[src/rtl/olt_pkg.sv]
// shared constants, codes and types for the ordered list table
`default_nettype none
package olt_pkg;

	localparam int DEPTH = 16;
	localparam int WIDTH = 32;

	localparam int IDX_W = $clog2(DEPTH);
	localparam int CNT_W = $clog2(DEPTH + 1);

	// field widths of the request and response words
	localparam int FUNC_W  = 2;
	localparam int POS_W   = 5;
	localparam int VAL_W   = 32;
	localparam int ST_W    = 2;
	localparam int DATA_W  = 32;
	localparam int FIDX_W  = 4;
	localparam int COUNT_W = 5;

	localparam int CMP_W = ((CNT_W > POS_W) ? CNT_W : POS_W) + 1;

	localparam logic [FUNC_W-1:0] OP_INSERT = 2'd0;
	localparam logic [FUNC_W-1:0] OP_REMOVE = 2'd1;
	localparam logic [FUNC_W-1:0] OP_GET    = 2'd2;
	localparam logic [FUNC_W-1:0] OP_LOCATE = 2'd3;

	localparam logic [ST_W-1:0] ST_OK     = 2'd0;
	localparam logic [ST_W-1:0] ST_BADPOS = 2'd1;
	localparam logic [ST_W-1:0] ST_FULL   = 2'd2;
	localparam logic [ST_W-1:0] ST_MISS   = 2'd3;

	// broadcast to every cell of the chain
	typedef struct packed {
		logic             ins;
		logic             rem;
		logic [IDX_W-1:0] pos0;
		logic [WIDTH-1:0] key;
		logic [CNT_W-1:0] count;
	} cell_cmd_t;

	typedef struct packed {
		logic [WIDTH-1:0] rd_word;
		logic             hit;
		logic [IDX_W-1:0] hit_idx;
	} pick_t;

endpackage
`default_nettype wire

[src/rtl/olt_pick.sv]
// read select and first-match encoder across the cell chain
`default_nettype none
module olt_pick import olt_pkg::*; (
	input  wire logic [WIDTH-1:0] words [DEPTH],
	input  wire logic [DEPTH-1:0] match,
	input  wire logic [IDX_W-1:0] rd_idx,
	output pick_t                 pick
);

	always_comb begin
		pick.rd_word = words[rd_idx];
		pick.hit     = |match;
		pick.hit_idx = '0;
		// lowest matching slot wins
		for (int i = DEPTH - 1; i >= 0; i--) begin
			if (match[i]) begin
				pick.hit_idx = IDX_W'(i);
			end
		end
	end

endmodule
`default_nettype wire

[config.mk]
export PLATFORM = sky130hd
export DESIGN_NAME = olt_pick
export DESIGN_NICKNAME = d
export VERILOG_FILES = /design/src/rtl/olt_pkg.sv /design/src/rtl/olt_pick.sv
export SDC_FILE = /design/constraint.sdc
export NUM_CORES = 1
export LEC_CHECK = 0
export BUFFER_PORTS_ARGS = -buffer_cell sky130_fd_sc_hd__buf_2
export CELL_PAD_IN_SITES_DETAIL_PLACEMENT = 1
export CELL_PAD_IN_SITES_GLOBAL_PLACEMENT = 2
export CORE_AREA = 8 8 213 215
export DETAILED_ROUTE_END_ITERATION = 10
export DIE_AREA = 0 0 221 223
export GPL_TIMING_DRIVEN = 0
export PLACE_DENSITY_LB_ADDON = 0.1
export SLEW_MARGIN = 20
export SYNTH_ARGS = -nofsm -noshare
export SYNTH_HDL_FRONTEND = slang
export SYNTH_SLANG_ARGS = --single-unit
[constraint.sdc]
create_clock -name vclk -period 2.3
set_clock_uncertainty 0.05 [all_clocks]
set_input_delay 0.23 -clock vclk [all_inputs]
set_output_delay 0.23 -clock vclk [all_outputs]
set_load 0.1 [all_outputs]
### Word level (Yosys, flattened, before mapping)

Cells that the tools add are included.

| word-level totals | value |
|---|---|
| bits in registers | 0 |
| input port bits | 532 |
| output and inout bits | 37 |
| logic and storage cells | 22 |

| operators by class | value |
|---|---|
| $lt $le $gt $ge | 1 |
| muxes and demuxes | 19 |
| bitwise operators | 1 |
| reductions and logical operators | 1 |

Operator list:

| kind | number |
|---|---|
| binary-select mux 32 bit (select 4 bit) | 1 |
| 2-to-1 mux 32 bit | 2 |
| 2-to-1 mux 4 bit | 16 |
| OR reduction 16 bit | 1 |
| >= comparator 5 bit (second input constant) | 1 |
| NOT 4 -> 5 bit | 1 |

### Depth between registers and ports, before layout

| logic depth | value |
|---|---|
| word-level depth | 16 |
| mapped depth | 5 |
| gate-level depth less buffers | 4 |

### Worst setup path before layout

No wires, ideal clock.

| timing path | value |
|---|---|
| path type | input to output |
| start point | input port match[7] |
| end point | output port pick[3] (netlist bit) |
| data arrival time | 2.849 ns |
| required time | 2.020 ns |
| slack | -0.829 ns |
| stages on the path | 2 |
| buffers on the path | 0 |
| cells stage by stage | nor4_1 nor3b_1 |

RTL lines:

| what | RTL line | source |
|---|---|---|
| start, declared | olt_pick.sv:5 | `input wire logic [DEPTH-1:0] match,` |
| end, declared | olt_pick.sv:7 | `output pick_t pick` |

==> metrics.md <==
| Metric | Value |
|---|---|
| Area leader, netlist | `mux4_2` |
| GRT Util Overall | `0.156` |
| Hold violation total from the final report | `0` |
| Largest net degree at the start of global routing | `11` |
| Gate power share | `1.000` |
| Non-filler cells, final | `1429` |
| Reg area | `0 sq um` |
| Hold Crit Class | `input pin to output pin` |
| Seq/Total Area, Yosys | `0` |
| Pint | `~840 uW` |
| Critical path's slowest cell | `buf_2` |
| Top post-synthesis cells by area | `mux4_2 74%, a22oi_1 12%, nand2_1 3.5%` |
| Setup TNS | `0 ps` |
| Port buffer count | `567` |
| First-pass GRT wire length | `55.7 mm` |
| Switch share | `0.587` |
| WP data required | `around 2000 ps` |
| Mean Syn Cell Area | `approximately 13 sq um` |
| Most common cell in the synthesized netlist | `mux4_2` |
| Chip Height | `223 microns` |
| Max Clock Freq | `454 MHz` |
| Max_slew headroom | `0.651` |
| GPL Wtd Cong | `0.770` |
| Clock power frac | `0` |
| Post-Route WL | `40.4 mm` |
| Vias/cell | `between 4 and 5` |
| Fin. max-slew vios | `0` |
| Inst Count DP | `1416` |
| Syn-to-layout area delta | `95.7%` |
| Crit. End Element | `output pin` |
| Critical path peak fanout | `10` |
| Startpoint types | `input pin` |
| DIE AREA | `49300 sq um` |
| Top post-synthesis cells by count | `128 x mux4_2, 64 x a22oi_1, 36 x nand2_1` |
| Leakage | `roughly 0.0036 uW` |
| Area of the core | `42300 sq um` |
| Worst Hold Depth | `3` |
| Setup-failing EPs final | `0` |
| Warnings, synthesis | `0` |
| Via Count | `5814` |
| Final sequential cell count | `0` |
| Worst VDD drop | `74.2 uV` |
| Vias in the first global route | `~7.0k` |
| Seq pwr share | `0` |
| Cell count after synthesis | `between 300 and 400` |
| Slew @ Worst Pin | `521 ps` |
| Synthesized area | `between 3000 and 4000 sq um` |
| Run status | `completed` |
| RSZ-0062 raised after global routing | `true` |
| PwrDens | `270 nW/um^2` |
| Max cap viols | `0` |
| Clock Buffer Count | `0` |
| WHS | `just over 900 ps` |
| DP Wirelength | `36.9 mm` |
| Hold path start | `match[1]` |
| Share of cells above drive strength 1 | `0.848` |
| Starting Density | `0.0915` |
| DRC violations left | `0` |
| Critical path class | `input pin to output pin` |
| Total chip power | `2040 uW` |
| I/O pin total | `569` |
| CP arrival | `1920 ps` |
| CP startpoint | `rd_idx[1]` |
| # rows | `76` |
| Netlist cell types | `23` |
| Initial antenna violation count | `38` |
| Sw power | `about 1200 uW` |
| Yosys top cell area share | `0.744` |
| Syn nets | `835` |
| Tcrit/Tclk final | `0.958` |
| Nets@finish | `1404` |
| Final ANT Viol Nets | `0` |
| Total gr overflow | `0` |
| Drt first pass iters | `6` |
| Period minus WS final | `2200 ps` |
| 1st-iter DRT viols | `219` |
| Horiz. Die Dim | `221 microns` |
| CP max stage delay | `390 ps` |
| Critical-path cell list | `clkbuf_2, buf_2, mux4_2, a22oi_1, nand2_1, clkbuf_4` |
| WL/cell | `28.3 microns` |
[final cells by class]
type / count / area [sq um]
Fill cell: 5062 / 34700
Inverter: 4 / 15.0
Antenna cell: 13 / 32.5
Buffer: 43 / 302
Multi-Input combinational cell: 256 / 3670
Tap cell: 546 / 683
Timing Repair Buffer: 567 / 2880
[worst max-delay path, delay by kind of cell]
family,cells,cell delay (ps)
buffers and inverters,3,1020
and+or+nand+nor,1,80
muxes,1,380
AOI/OAI and AO/OA,1,210
[path summary, 6_finish.rpt]
check,end,slack (ps)
worst max-delay path,pick[24],100
worst min-delay path,pick[1],910
[power by group through the flow]
stage               clock network [uW]  logic, uW  registers [uW]
floorplan                            0       1250               0
global placement                     0       2040               0
detailed placement                   0       2050               0
CTS                                  0       2070               0
global route                  0.000468       2190               0
finish                        0.000760       2040               0
[metal layers]
layer,track usage,up-vias,part of all wire,wire (microns)
met5,0,-,0.0043,173
met4,0.0267,30,0.014,572
met3,0.0645,58,0.095,3840
met2,0.298,326,0.54,21700
met1,0.160,2840,0.35,14200
li1,-,2560,-,-
[layout by cell type, fill, tap and decap left out, drive strengths merged]
cell type and n:
a22oi 64, diode 13, and2 1, clkbuf 33
o21ai 1, o22ai 1, inv 4, a2111oi 1
mux4 128, o311a 1, buf 577, nor2 10
a21oi 4, nor4 1, nor2b 2, nand3 1
nand4 1, o32ai 1, nand2 36, nor3b 1
a211oi 1, o31ai 1
[repair_timing]
action	4_1_cts	5_1_grt
setup endpoints to repair	32	19
setup buffers	0	0
resized for setup	41	24
hold buffers	0	0
[kinds of logic after synthesis]
kind of cell           share of synthesized area
AND/OR/NAND/NOR                           0.0559
multiplexers                               0.744
buffers and inverters                     0.0568
AO/OA/AOI/OAI                              0.143
[stage by stage]
step	cell area, sq um	utilization	worst slack [ps]
floorplan	3890	-	34.8
global placement	7410	0.175	-421
detailed placement	7410	0.175	-433
CTS	7490	0.177	14.0
global route	7570	0.179	-15.9
finish	7580	0.179	97.6
Power figures use the tool's default switching activity.
