--- config.mk ---
export PLATFORM = sky130hd
export DESIGN_NAME = olt_cell
export DESIGN_NICKNAME = d
export VERILOG_FILES = /design/src/rtl/olt_pkg.sv /design/src/rtl/olt_cell.sv
export SDC_FILE = /design/constraint.sdc
export NUM_CORES = 1
export LEC_CHECK = 0
export ABC_AREA = 1
export BUFFER_PORTS_ARGS = -buffer_cell sky130_fd_sc_hd__buf_4
export CELL_PAD_IN_SITES_DETAIL_PLACEMENT = 1
export CELL_PAD_IN_SITES_GLOBAL_PLACEMENT = 1
export CORE_UTILIZATION = 30
export CTS_CLUSTER_SIZE = 40
export DETAILED_ROUTE_END_ITERATION = 7
export GPL_TIMING_DRIVEN = 0
export PLACE_DENSITY_LB_ADDON = 0.1
export SYNTH_ARGS = -nofsm -noshare
export SYNTH_HDL_FRONTEND = slang
export SYNTH_SLANG_ARGS = --single-unit
--- constraint.sdc ---
create_clock -name clk -period 5.8 [get_ports clk]
set_input_delay 0.58 -clock clk [delete_from_list [all_inputs] [get_ports clk]]
set_output_delay 0.58 -clock clk [all_outputs]
set_load 0.03 [all_outputs]
--- src/rtl/olt_pkg.sv ---
// shared constants, codes and types for the ordered list table
`default_nettype none
package olt_pkg;

	localparam int DEPTH = 16;
	localparam int WIDTH = 32;

	localparam int IDX_W = $clog2(DEPTH);
	localparam int CNT_W = $clog2(DEPTH + 1);

	// field widths of the request and response words
	localparam int FUNC_W  = 2;
	localparam int POS_W   = 5;
	localparam int VAL_W   = 32;
	localparam int ST_W    = 2;
	localparam int DATA_W  = 32;
	localparam int FIDX_W  = 4;
	localparam int COUNT_W = 5;

	localparam int CMP_W = ((CNT_W > POS_W) ? CNT_W : POS_W) + 1;

	localparam logic [FUNC_W-1:0] OP_INSERT = 2'd0;
	localparam logic [FUNC_W-1:0] OP_REMOVE = 2'd1;
	localparam logic [FUNC_W-1:0] OP_GET    = 2'd2;
	localparam logic [FUNC_W-1:0] OP_LOCATE = 2'd3;

	localparam logic [ST_W-1:0] ST_OK     = 2'd0;
	localparam logic [ST_W-1:0] ST_BADPOS = 2'd1;
	localparam logic [ST_W-1:0] ST_FULL   = 2'd2;
	localparam logic [ST_W-1:0] ST_MISS   = 2'd3;

	// broadcast to every cell of the chain
	typedef struct packed {
		logic             ins;
		logic             rem;
		logic [IDX_W-1:0] pos0;
		logic [WIDTH-1:0] key;
		logic [CNT_W-1:0] count;
	} cell_cmd_t;

	typedef struct packed {
		logic [WIDTH-1:0] rd_word;
		logic             hit;
		logic [IDX_W-1:0] hit_idx;
	} pick_t;

endpackage
`default_nettype wire

--- src/rtl/olt_cell.sv ---
// one slot of the list: holds a word, shifts with its neighbours, compares
`default_nettype none
module olt_cell import olt_pkg::*; (
	input  wire logic             clk,
	input  wire logic [IDX_W-1:0] idx,
	input  wire cell_cmd_t        cmd,
	input  wire logic [WIDTH-1:0] left,
	input  wire logic [WIDTH-1:0] right,
	output logic      [WIDTH-1:0] word,
	output logic                  match
);

	logic [WIDTH-1:0] word_q;

	always_ff @(posedge clk) begin
		if (cmd.ins && idx > cmd.pos0) begin
			word_q <= left;
		end else if (cmd.ins && idx == cmd.pos0) begin
			word_q <= cmd.key;
		end else if (cmd.rem && idx >= cmd.pos0) begin
			word_q <= right;
		end
	end

	assign word  = word_q;
	assign match = (CNT_W'(idx) < cmd.count) && (word_q == cmd.key);

endmodule
`default_nettype wire

# Word-level counts from Yosys, hierarchy flattened
# Index checks and enable logic that the tools add are counted.
# totals
out_inout_bits,33
inputBits,112
regBits,32
word_cells,14
# classes
n_lt_le_gt_ge,3
n_mux,3
n_reduce_logical,5
eq_ne,2
# ops
operator,n
two-way mux 32 bit,3
equality test 32 bit,1
less-than comparator 4 x 5 -> 1 bit,1
equality test 4 bit,1
greater-or-equal comparator 4 bit,1
greater-than comparator 4 bit,1
logical AND 1 bit,4
nonzero test 3 bit,1

# Depth between registers and ports, before layout
# Gate-level depths: netlist of run 1.
# depth
depth_word,5
depth_mapped,10
ltp_nobuf,9

# Least setup slack after synthesis of run 1
# Ideal clock, no wire load.
# synth_timing
path_type,input port to flip-flop
startpoint,input port cmd[40] (netlist bit)
endpoint,"register word_q[0] (netlist: word[0]), enable pin"
path_stages,7
path_slack_ns,3.344
setup_time_ns,0.387
arrival_ns,2.069
required_time_ns,5.413
path_buffers,1
path_cell_list,inv_1 -> ha_1 -> nand2_2 -> nor2_8 -> buf_4 -> o22ai_1 -> inv_1
# synth_between
elab_chain_cells,3
word_cells_on_any_way,7
classes_between,order compare: 2; eq/ne: 1; reduce/logical: 4
# synth_lines
element,line,text
from (decl),olt_cell.sv:6,"input wire cell_cmd_t cmd,"
greater-than comparator 4 bit (tied with other cells),olt_cell.sv:16,if (cmd.ins && idx > cmd.pos0) begin
"logical AND 1 bit, on equally long branches","olt_cell.sv:16, olt_cell.sv:18, olt_cell.sv:20",
nonzero test 3 bit (no source line) *,-,
to (signal assigned),olt_cell.sv:17,word_q <= left;
to (signal assigned),olt_cell.sv:19,word_q <= cmd.key;
to (signal assigned),olt_cell.sv:21,word_q <= right;
to (decl),olt_cell.sv:13,logic [WIDTH-1:0] word_q;
# Every way passes the cells marked *; elsewhere a longest branch is shown, timed or not.
# A chain may end at the register's enable or synchronous reset.

# Worst setup path after layout of run 1
# layout_timing
startpoint,input port idx[3]
endpoint,"register word_q[6] (netlist: word[6]), enable pin"
# layout_between
elab_chain_cells,3
word_cells_on_any_way,7
classes_between,order compare: 2; eq/ne: 1; reduce/logical: 4
# layout_lines
element,line,text
from (decl),olt_cell.sv:5,"input wire logic [IDX_W-1:0] idx,"
greater-than comparator 4 bit (tied with other cells),olt_cell.sv:16,
"logical AND 1 bit, on equally long branches","olt_cell.sv:16, olt_cell.sv:18, olt_cell.sv:20",
nonzero test 3 bit (no source line) *,-,
# Marks and branches as above.

==> results_dict.tcl, run 1 <==
set metrics [dict create \
    outcome "complete, no violations" \
    rsz0062_at_grt "false" \
    clock_power_share_pct 19.4 \
    start_util_pct 31.0 \
    syn_area_sq_um 2700 \
    p_total_mw 0.929 \
    drc_errors 0 \
    fmax_mhz 384 \
    worstHoldPathType "input port to register" \
    route.met3.wl_um 630 \
    setup_viol 0 \
    swShare_pct 40.2 \
    p_per_area_nw_per_um2 232 \
    cap_violations 0 \
    design.portCount 145 \
    chipWidth_um 96.9 \
    cts_buffers 5 \
    vias 3084 \
    async_flop_share_pct 0 \
    syn_inst 395 \
    seq_area_sq_um 961 \
    cts_resized 0 \
    synth_most_common_cell "nand2_1" \
    nFillCells 1166 \
    grt_antenna_before_repair 0 \
    synth_warnings 0 \
    critPathLaunchType "input port" \
    synth.distinct_cells 24 \
    multi_input_area_sq_um 1430 \
    grt_pass1_wl_um 16100 \
    antenna_cells 0 \
    synth_seq_area_share_pct 35.6 \
    final_max_slew_viol_count 0 \
    sequentialPowerShare_pct 36.9 \
    avgSynthCellArea_sq_um 6.84 \
    vias_per_cell 4.71 \
    fin_nets 665 \
    gp_congestion 0.762 \
    cpMostUsedCell "buf_4" \
    grt-ovfl-total 0 \
    switchingPower_mw 0.373 \
    dieArea_sq_um 9390 \
    yosysTopAreaCell "edfxtp_1" \
    critPathSlowestCell "clkinv_1" \
    path_cells "buf_4 > ha_1 > nand2_2 > nor2_8 > buf_4 > o22ai_1 > clkinv_1 > buf_8" \
    fin_crit_sh_pct 44.9 \
    htree_levels 2 \
    critPathBufInv 4 \
    p_int_mw 0.555 \
    fp-row-count 34 \
    critPathKind "input port to register" \
    cts_tree "yes" \
    synth-edff-count 32 \
    cts_root_buf "clkbuf_8" \
    grt_pass1_vias 3260 \
    ys_top_cells_by_count "nand2_1, inv_1, nand3_1, edfxtp_1, nor2_1" \
    synth_flop_cell "edfxtp_1" \
    slew_headroom_pct 46.9 \
    drt-met1-wl_um 4240 \
    portBuffers 143 \
    leakagePower_nw 2.23 \
    p_comb_share_pct 43.7 \
    first_pass_iters 4 \
    clk_pin_slew_ns 0.08 \
    worstPathArrival_ns 2.65 \
    ys_seq_elements 32 \
    routed_wl_um 10100 \
    hold_violations 0 \
    post-route-min-period_ns 2.60 \
    clockBufferDepth 2 \
    post_cts_buffers 0 \
    syn2layout_area_growth_pct 48.3 \
    wl_met2_um 5120 \
    holdBufCountCts 0 \
    top_layer "met4" \
    crit_required_ns 5.84 \
    core_sq_um 8720 \
    ant_nets 0 \
    crit_family "buffers and inverters" \
    wl_per_cell_um 15.5 \
    initialDrtViolationCount 79 \
    fin_util_pct 46.0 \
    dp_hpwl_um 7970 \
    dieHeight_um 96.9 \
    track_usage_pct 21.8 \
    ir_worst_vdd_mv 0.101 \
    syn_nets 514 \
    critPathMaxStageDelay_ns 0.65 \
    end_kind "register" \
    final.setup.tns_ns 0 \
    grt_max_degree 33 \
    tightest_slew_ns 0.792 \
    synth_area_leaders "edfxtp_1, nand2_1, nand3_1, inv_1, xor2_1" \
    largest_reg_flops 32 \
    drive_gt1_share_pct 34.4 \
    cts_num_sinks 32 \
    synth_top_area_share_pct 35.6 \
    cp_max_fo 20 \
]
## metrics by stage
step                      area (sq um)  setup WS [ns]  hold WS (ns)  instances
after floorplan                   2700           3.34         0.793        395
after global placement            3910           2.70         0.879        646
after detailed placement          3910           2.68         0.885        646
after CTS                         3990           3.00         0.570        654
after global routing              4010           3.03         0.582        655
final                             4010           3.20         0.579        655
## tightest hold or removal path, delay by kind of cell
family	cells	cell delay (ns)
buffers and inverters	1	0.08
and+or+nand+nor	2	0.12
## cells in the final DEF, fill, tap and decap left out, drive strengths merged
| cell | Yosys | layout |
|---|---|---|
| o211ai | 2 | 2 |
| edfxtp | 32 | 32 |
| ha | 7 | 7 |
| o22ai | 1 | 1 |
| clkinv | 0 | 4 |
| nand3 | 46 | 46 |
| clkbuf | 1 | 6 |
| nor2 | 26 | 26 |
| xor2 | 11 | 11 |
| o21ai | 24 | 24 |
| inv | 50 | 49 |
| a21oi | 3 | 3 |
| nand2 | 176 | 176 |
| buf | 16 | 160 |
## worst paths after layout
path                  slack, ns  depth (start not counted)  startpoint  endpoint
worst max-delay path       3.20                          8      idx[3]   word[6]
worst min-delay path       0.58                          3    left[29]  word[29]
## metal layers
layer / global-route usage [%] / vias up
li1: - / 1540
met1: 26.4 / 1437
met2: 39.1 / 97
met3: 4.77 / 10
met4: 5.17 / 0
met5: 0 / -
## cell type report
type | count | share of cell area, %
tap | 108 | 3.37
sequential | 32 | 24.0
multi-input combinational | 296 | 35.6
clock inverter | 3 | 0.343
buffer | 17 | 3.12
inverter | 50 | 4.68
timing repair buffer | 144 | 27.2
clock buffer | 5 | 1.72
## power by group through the flow
stage | Sequential (mW) | Clock, mW | Combinational (mW)
final | 0.343 | 0.180 | 0.405
after global routing | 0.349 | 0.195 | 0.441
after CTS | 0.345 | 0.184 | 0.406
after detailed placement | 0.349 | 0 | 0.405
after global placement | 0.347 | 0 | 0.396
after floorplan | 0.426 | 0 | 0.145
## cell families after synthesis
| family | after synthesis | share of synthesized area [%] |
|---|---|---|
| xor+xnor | 11 | 3.56 |
| fa+ha+maj | 7 | 3.24 |
| simple gates | 248 | 38.3 |
| flops | 32 | 35.6 |
| buf+inv | 67 | 11.6 |
| compound gates | 30 | 7.78 |
No activity file was read; power rests on OpenSTA's default activity.
==> run 2: changes to the inputs <==
--- a/config.mk
+++ b/config.mk
@@ -5,7 +5,7 @@
 export SDC_FILE = /design/constraint.sdc
 export NUM_CORES = 1
 export LEC_CHECK = 0
-export ABC_AREA = 1
+export ABC_AREA = 0
 export BUFFER_PORTS_ARGS = -buffer_cell sky130_fd_sc_hd__buf_4
 export CELL_PAD_IN_SITES_DETAIL_PLACEMENT = 1
 export CELL_PAD_IN_SITES_GLOBAL_PLACEMENT = 1
==> constraint.sdc (replaced) <==
create_clock -name clk -period 2.7 [get_ports clk]
set_input_delay 0.27 -clock clk [delete_from_list [all_inputs] [get_ports clk]]
set_output_delay 0.27 -clock clk [all_outputs]
set_load 0.03 [all_outputs]
==> results_dict.tcl, run 2 <==
set metrics [dict create \
    drc_errors 0 \
    holdBufCountCts 0 \
    p_comb_share_pct 37.0 \
    synth_flop_cell "edfxtp_1" \
    cap_violations 0 \
    fin_nets 487 \
    cp.depth 5 \
    chipWidth_um 88.2 \
    synth.distinct_cells 27 \
    wl_per_cell_um 16.1 \
    syn2layout_area_growth_pct 60.0 \
    antenna_cells 0 \
    vias 2176 \
    cp_max_fo 2 \
    gp_congestion 0.769 \
    grt_pass1_wl_um 11200 \
    worstHoldPathType "input port to register" \
    clk_pin_slew_ns 0.07 \
    final.setup.tns_ns 0 \
    fmax_mhz 476 \
    dp_hpwl_um 5930 \
    end_kind "output port" \
    critPathSlowestCell "edfxtp_1" \
    critPathKind "register to output port" \
    slew_headroom_pct 75.3 \
    first_pass_iters 4 \
    cts_root_buf "clkbuf_8" \
    avgSynthCellArea_sq_um 10.3 \
    post-route-min-period_ns 2.10 \
    grt_pass1_vias 2192 \
    design.portCount 145 \
    synth_area_leaders "edfxtp_1, mux2i_1, xor2_1, o21ai_1, nand2_1" \
    dp_slack_ns 0.690 \
    hold_violations 0 \
    setup_slack_ns 0.598 \
    critPathMaxStageDelay_ns 0.43 \
    cts_resized 0 \
    ant_nets 0 \
    dieArea_sq_um 7780 \
    vias_per_cell 4.65 \
    clock_power_share_pct 24.9 \
    ys_seq_elements 32 \
    final_common_cell "buf_4" \
    leakagePower_nw 1.81 \
    fin_crit_sh_pct 77.8 \
    async_flop_share_pct 0 \
    path_cells "xor2_1 > nor4_1 > nand4_1 > nor3_1 > buf_4" \
    tightest_slew_ns 0.368 \
    fp-row-count 31 \
    rsz0062_at_grt "false" \
    holdPathStages 3 \
    sequentialPowerShare_pct 38.1 \
    crit_family "simple AND/OR/NAND/NOR gates" \
    swShare_pct 33.5 \
    syn_area_sq_um 2230 \
    switchingPower_mw 0.619 \
    syn_nets 335 \
    grt-ovfl-total 0 \
    synth_top_area_share_pct 43.1 \
    outcome "complete, no violations" \
    drive_gt1_share_pct 44.4 \
    cts_num_sinks 32 \
    initialDrtViolationCount 46 \
    p_int_mw 1.23 \
    worstPathArrival_ns 1.83 \
    setup_viol 0 \
    crit_required_ns 2.43 \
    track_usage_pct 19.5 \
    htree_levels 2 \
    synth-edff-count 32 \
    synth_warnings 0 \
    grt_max_degree 28 \
    yosysTopAreaCell "edfxtp_1" \
    synth_seq_area_share_pct 43.1 \
    synth_most_common_cell "nand2_1" \
    ir_worst_vdd_mv 0.252 \
    cts_buffers 5 \
    portBuffers 144 \
    core_sq_um 7210 \
    syn_inst 216 \
    critPathBufInv 1 \
    start_util_pct 30.9 \
    dieHeight_um 88.2 \
    post_cts_buffers 0 \
    mostFrequentLayoutCells "buf_4, nand2_1, mux2i_1, edfxtp_1" \
    ys_top_cells_by_count "nand2_1, edfxtp_1, mux2i_1, o21ai_1, xor2_1" \
    grt_antenna_before_repair 0 \
    routed_wl_um 7510 \
    cts_tree "yes" \
    largest_reg_flops 32 \
    final_max_slew_viol_count 0 \
    critPathLaunchType "register" \
    p_per_area_nw_per_um2 518 \
    clockBufferDepth 2 \
]
## run 2: cell types whose count changed after synthesis, sizes merged, moves of 3 or more
cell	before	now
nand3	46	2
buf	16	11
inv	50	10
o21ai	24	32
nand4	0	3
nor2	26	2
nor4	0	7
mux2i	0	32
xor2	11	30
nand2	176	33
## run 2: layout make-up
class	instances	area [sq um]
Multi-Input combinational cell	163	1140
Buffer	11	93.8
Timing Repair Buffer	145	1100
Clock buffer	5	68.8
Fill cell	877	3650
Tap cell	99	124
Clock inverter	3	37.5
Inverter	10	37.5
Sequential cell	32	961
## run 2: power groups by stage
| stage | clock, mW | combinational, mW | sequential [mW] |
|---|---|---|---|
| 2_1_floorplan | 0 | 0.204 | 0.864 |
| 3_3_place_gp | 0 | 0.673 | 0.711 |
| 3_5_place_dp | 0 | 0.691 | 0.715 |
| 4_1_cts | 0.471 | 0.693 | 0.704 |
| 5_1_grt | 0.487 | 0.737 | 0.714 |
| 6_report | 0.460 | 0.684 | 0.704 |
## run 2: metal layers
| metal | share of wire, % | wire length (um) | track usage, % | up-vias |
|---|---|---|---|---|
| met2 | 50 | 3760 | 34.1 | 82 |
| li1 | - | - | - | 1078 |
| met3 | 7.3 | 548 | 4.76 | 5 |
| met4 | 0.79 | 59 | 4.69 | 0 |
| met5 | 0 | 0 | 0 | - |
| met1 | 42 | 3140 | 24.1 | 1011 |
## run 2: tightest hold or removal path, delay by kind of cell
kind / cells / cell delay [ns]
AOI/OAI and AO/OA: 1 / 0.06
and+or+nand+nor: 1 / 0.04
buffers and inverters: 1 / 0.07
## run 2: final timing paths
path                  startpoint        to
worst max-delay path    word[16]     match
worst min-delay path    left[19]  word[19]
## run 2: logic make-up after synthesis
family | after synthesis | synth area share, %
multiplexers | 32 | 14.4
AND/OR/NAND/NOR | 50 | 9.93
flip-flops | 32 | 43.1
buffers and inverters | 21 | 5.89
adder cells (fa/ha/maj) | 7 | 3.93
XOR/XNOR | 32 | 12.6
AO/OA/AOI/OAI | 42 | 10.2
## run 2: through the flow
step / std cells / hold WS, ns / cell area, sq um / util (%) / total power [mW]
floorplan: 216 / 0.457 / 2230 / - / 1.07
global placement: 459 / 0.544 / 3440 / 47.6 / 1.38
detailed placement: 460 / 0.557 / 3460 / 48.0 / 1.41
CTS: 468 / 0.253 / 3570 / 49.5 / 1.87
global route: 468 / 0.263 / 3570 / 49.5 / 1.94
finish: 468 / 0.261 / 3570 / 49.5 / 1.85
==> run 3: changes to the inputs <==
==> constraint.sdc (replaced) <==
create_clock -name clk -period 2.1 [get_ports clk]
set_input_delay 0.21 -clock clk [delete_from_list [all_inputs] [get_ports clk]]
set_output_delay 0.21 -clock clk [all_outputs]
set_load 0.03 [all_outputs]
==> results_dict.tcl, run 3 (synthesized netlist as in run 2, its figures left out) <==
set metrics [dict create \
    outcome "complete, no violations" \
    track_usage_pct 19.2 \
    stdcell_area_sq_um 3560 \
    drc_errors 0 \
    grt-ovfl-total 0 \
    final_cells 467 \
    cts_buffers 5 \
    htree_levels 2 \
    slew_headroom_pct 34.4 \
    mostFrequentLayoutCells "buf_4, nand2_1, mux2i_1, edfxtp_1" \
    fp-row-count 31 \
    p_total_mw 2.27 \
    antenna_cells 0 \
    start_util_pct 30.9 \
    worstPathArrival_ns 1.73 \
    dieArea_sq_um 7780 \
    largest_reg_flops 32 \
    post-route-min-period_ns 1.94 \
    fmax_mhz 515 \
    leakagePower_nw 1.78 \
    hold_violations 0 \
    grt_antenna_before_repair 0 \
    initialDrtViolationCount 62 \
    grt_max_degree 33 \
    critPathLaunchType "register" \
    critPathSlowestCell "edfxtp_1" \
    routed_wl_um 7560 \
    nFillCells 856 \
    dp.cells 459 \
    clockBufferDepth 2 \
    end_kind "output port" \
    rsz0062_at_grt "false" \
    tightest_slew_ns 0.982 \
    cts_tree "yes" \
    setup_viol 0 \
    cp_max_fo 2 \
    path_cells "xor2_1 > nor4_2 > nand4_1 > nor3_2 > buf_4" \
    vias 2229 \
    fin_nets 486 \
    final.setup.tns_ns 0 \
    cts_root_buf "clkbuf_8" \
    p_per_area_nw_per_um2 638 \
    cap_violations 0 \
    design.portCount 145 \
    portBuffers 144 \
    crit_required_ns 1.89 \
    vias_per_cell 4.77 \
    drive_gt1_share_pct 45.7 \
    fin_crit_sh_pct 92.4 \
    ir_worst_vdd_mv 0.230 \
    ant_nets 0 \
    critPathMaxStageDelay_ns 0.42 \
    chipWidth_um 88.2 \
    cts_num_sinks 32 \
    final_max_slew_viol_count 0 \
    wl_per_cell_um 16.2 \
    placed_area_sq_um 3440 \
    dp_hpwl_um 5980 \
    grt_pass1_wl_um 11200 \
    hold_ws_ns 0.199 \
    clk_pin_slew_ns 0.08 \
    final_common_cell "buf_4" \
    grt_pass1_vias 2298 \
    core_sq_um 7210 \
    critPathKind "register to output port" \
    dieHeight_um 88.2 \
    first_pass_iters 4 \
    worstHoldPathType "input port to register" \
    syn2layout_area_growth_pct 59.5 \
    gp_congestion 0.747 \
]
==> run 3: cell count changes in the layout (fill, tap and decap cells not counted), sizes merged <==
cell / before / now
bufinv: 1 / 0
clkinv: 2 / 1
clkinvlp: 0 / 1
clkbuf: 5 / 6
buf: 156 / 155
==> run 3: per-stage QoR <==
stage,util (%),worst slack [ns]
after floorplan,-,0.0924
after global placement,47.7,-0.112
after detailed placement,47.7,-0.130
after CTS,49.0,0.0423
after global routing,49.3,0.0281
final,49.3,0.159
==> run 3: report_power, final <==
part / switching [mW] / internal [mW]
Clock: 0.247 / 0.230
Combinational: 0.489 / 0.393
Sequential: 0.0691 / 0.838
Total: 0.806 / 1.46
==> run 3: cell type report <==
class	instances	area, sq um	area share [%]
plain buffers	11	93.8	2.64
repair buffers	144	1080	30.4
well taps	99	124	3.48
clock buffers	6	72.6	2.04
inverters	10	37.5	1.06
multi-input cells	163	1170	33.0
flip-flops and latches	32	961	27.0
clock inverters	2	11.3	0.317
==> run 3: path summary, 6_finish.rpt <==
| kind | startpoint | end | slack, ns | cells after the start |
|---|---|---|---|---|
| setup / recovery | word[10] | match | 0.16 | 5 |
| hold / removal | left[3] | word[3] | 0.20 | 3 |
==> run 3: layer usage <==
layer	vias to the layer above	global-route usage, %	wire (um)
met4	0	4.55	68
met1	1050	23.1	3170
met2	99	33.5	3670
met5	-	0	0
li1	1074	-	-
met3	6	5.97	647
==> run 3: worst max-delay path: cells and delay by family, from the launching register on <==
kind | cells | cell delay, ns
buf+inv | 1 | 0.18
simple gates | 3 | 0.68
xor+xnor | 1 | 0.17
flops | 1 | 0.42
==> run 3: timing repair <==
action                                  CTS  global route
endpoints found under the hold margin     0             0
endpoints found under the setup margin    1             1
buffers inserted                          0             0
pin swaps                                 0             2
hold buffers                              0             0
resized for setup                         1             4
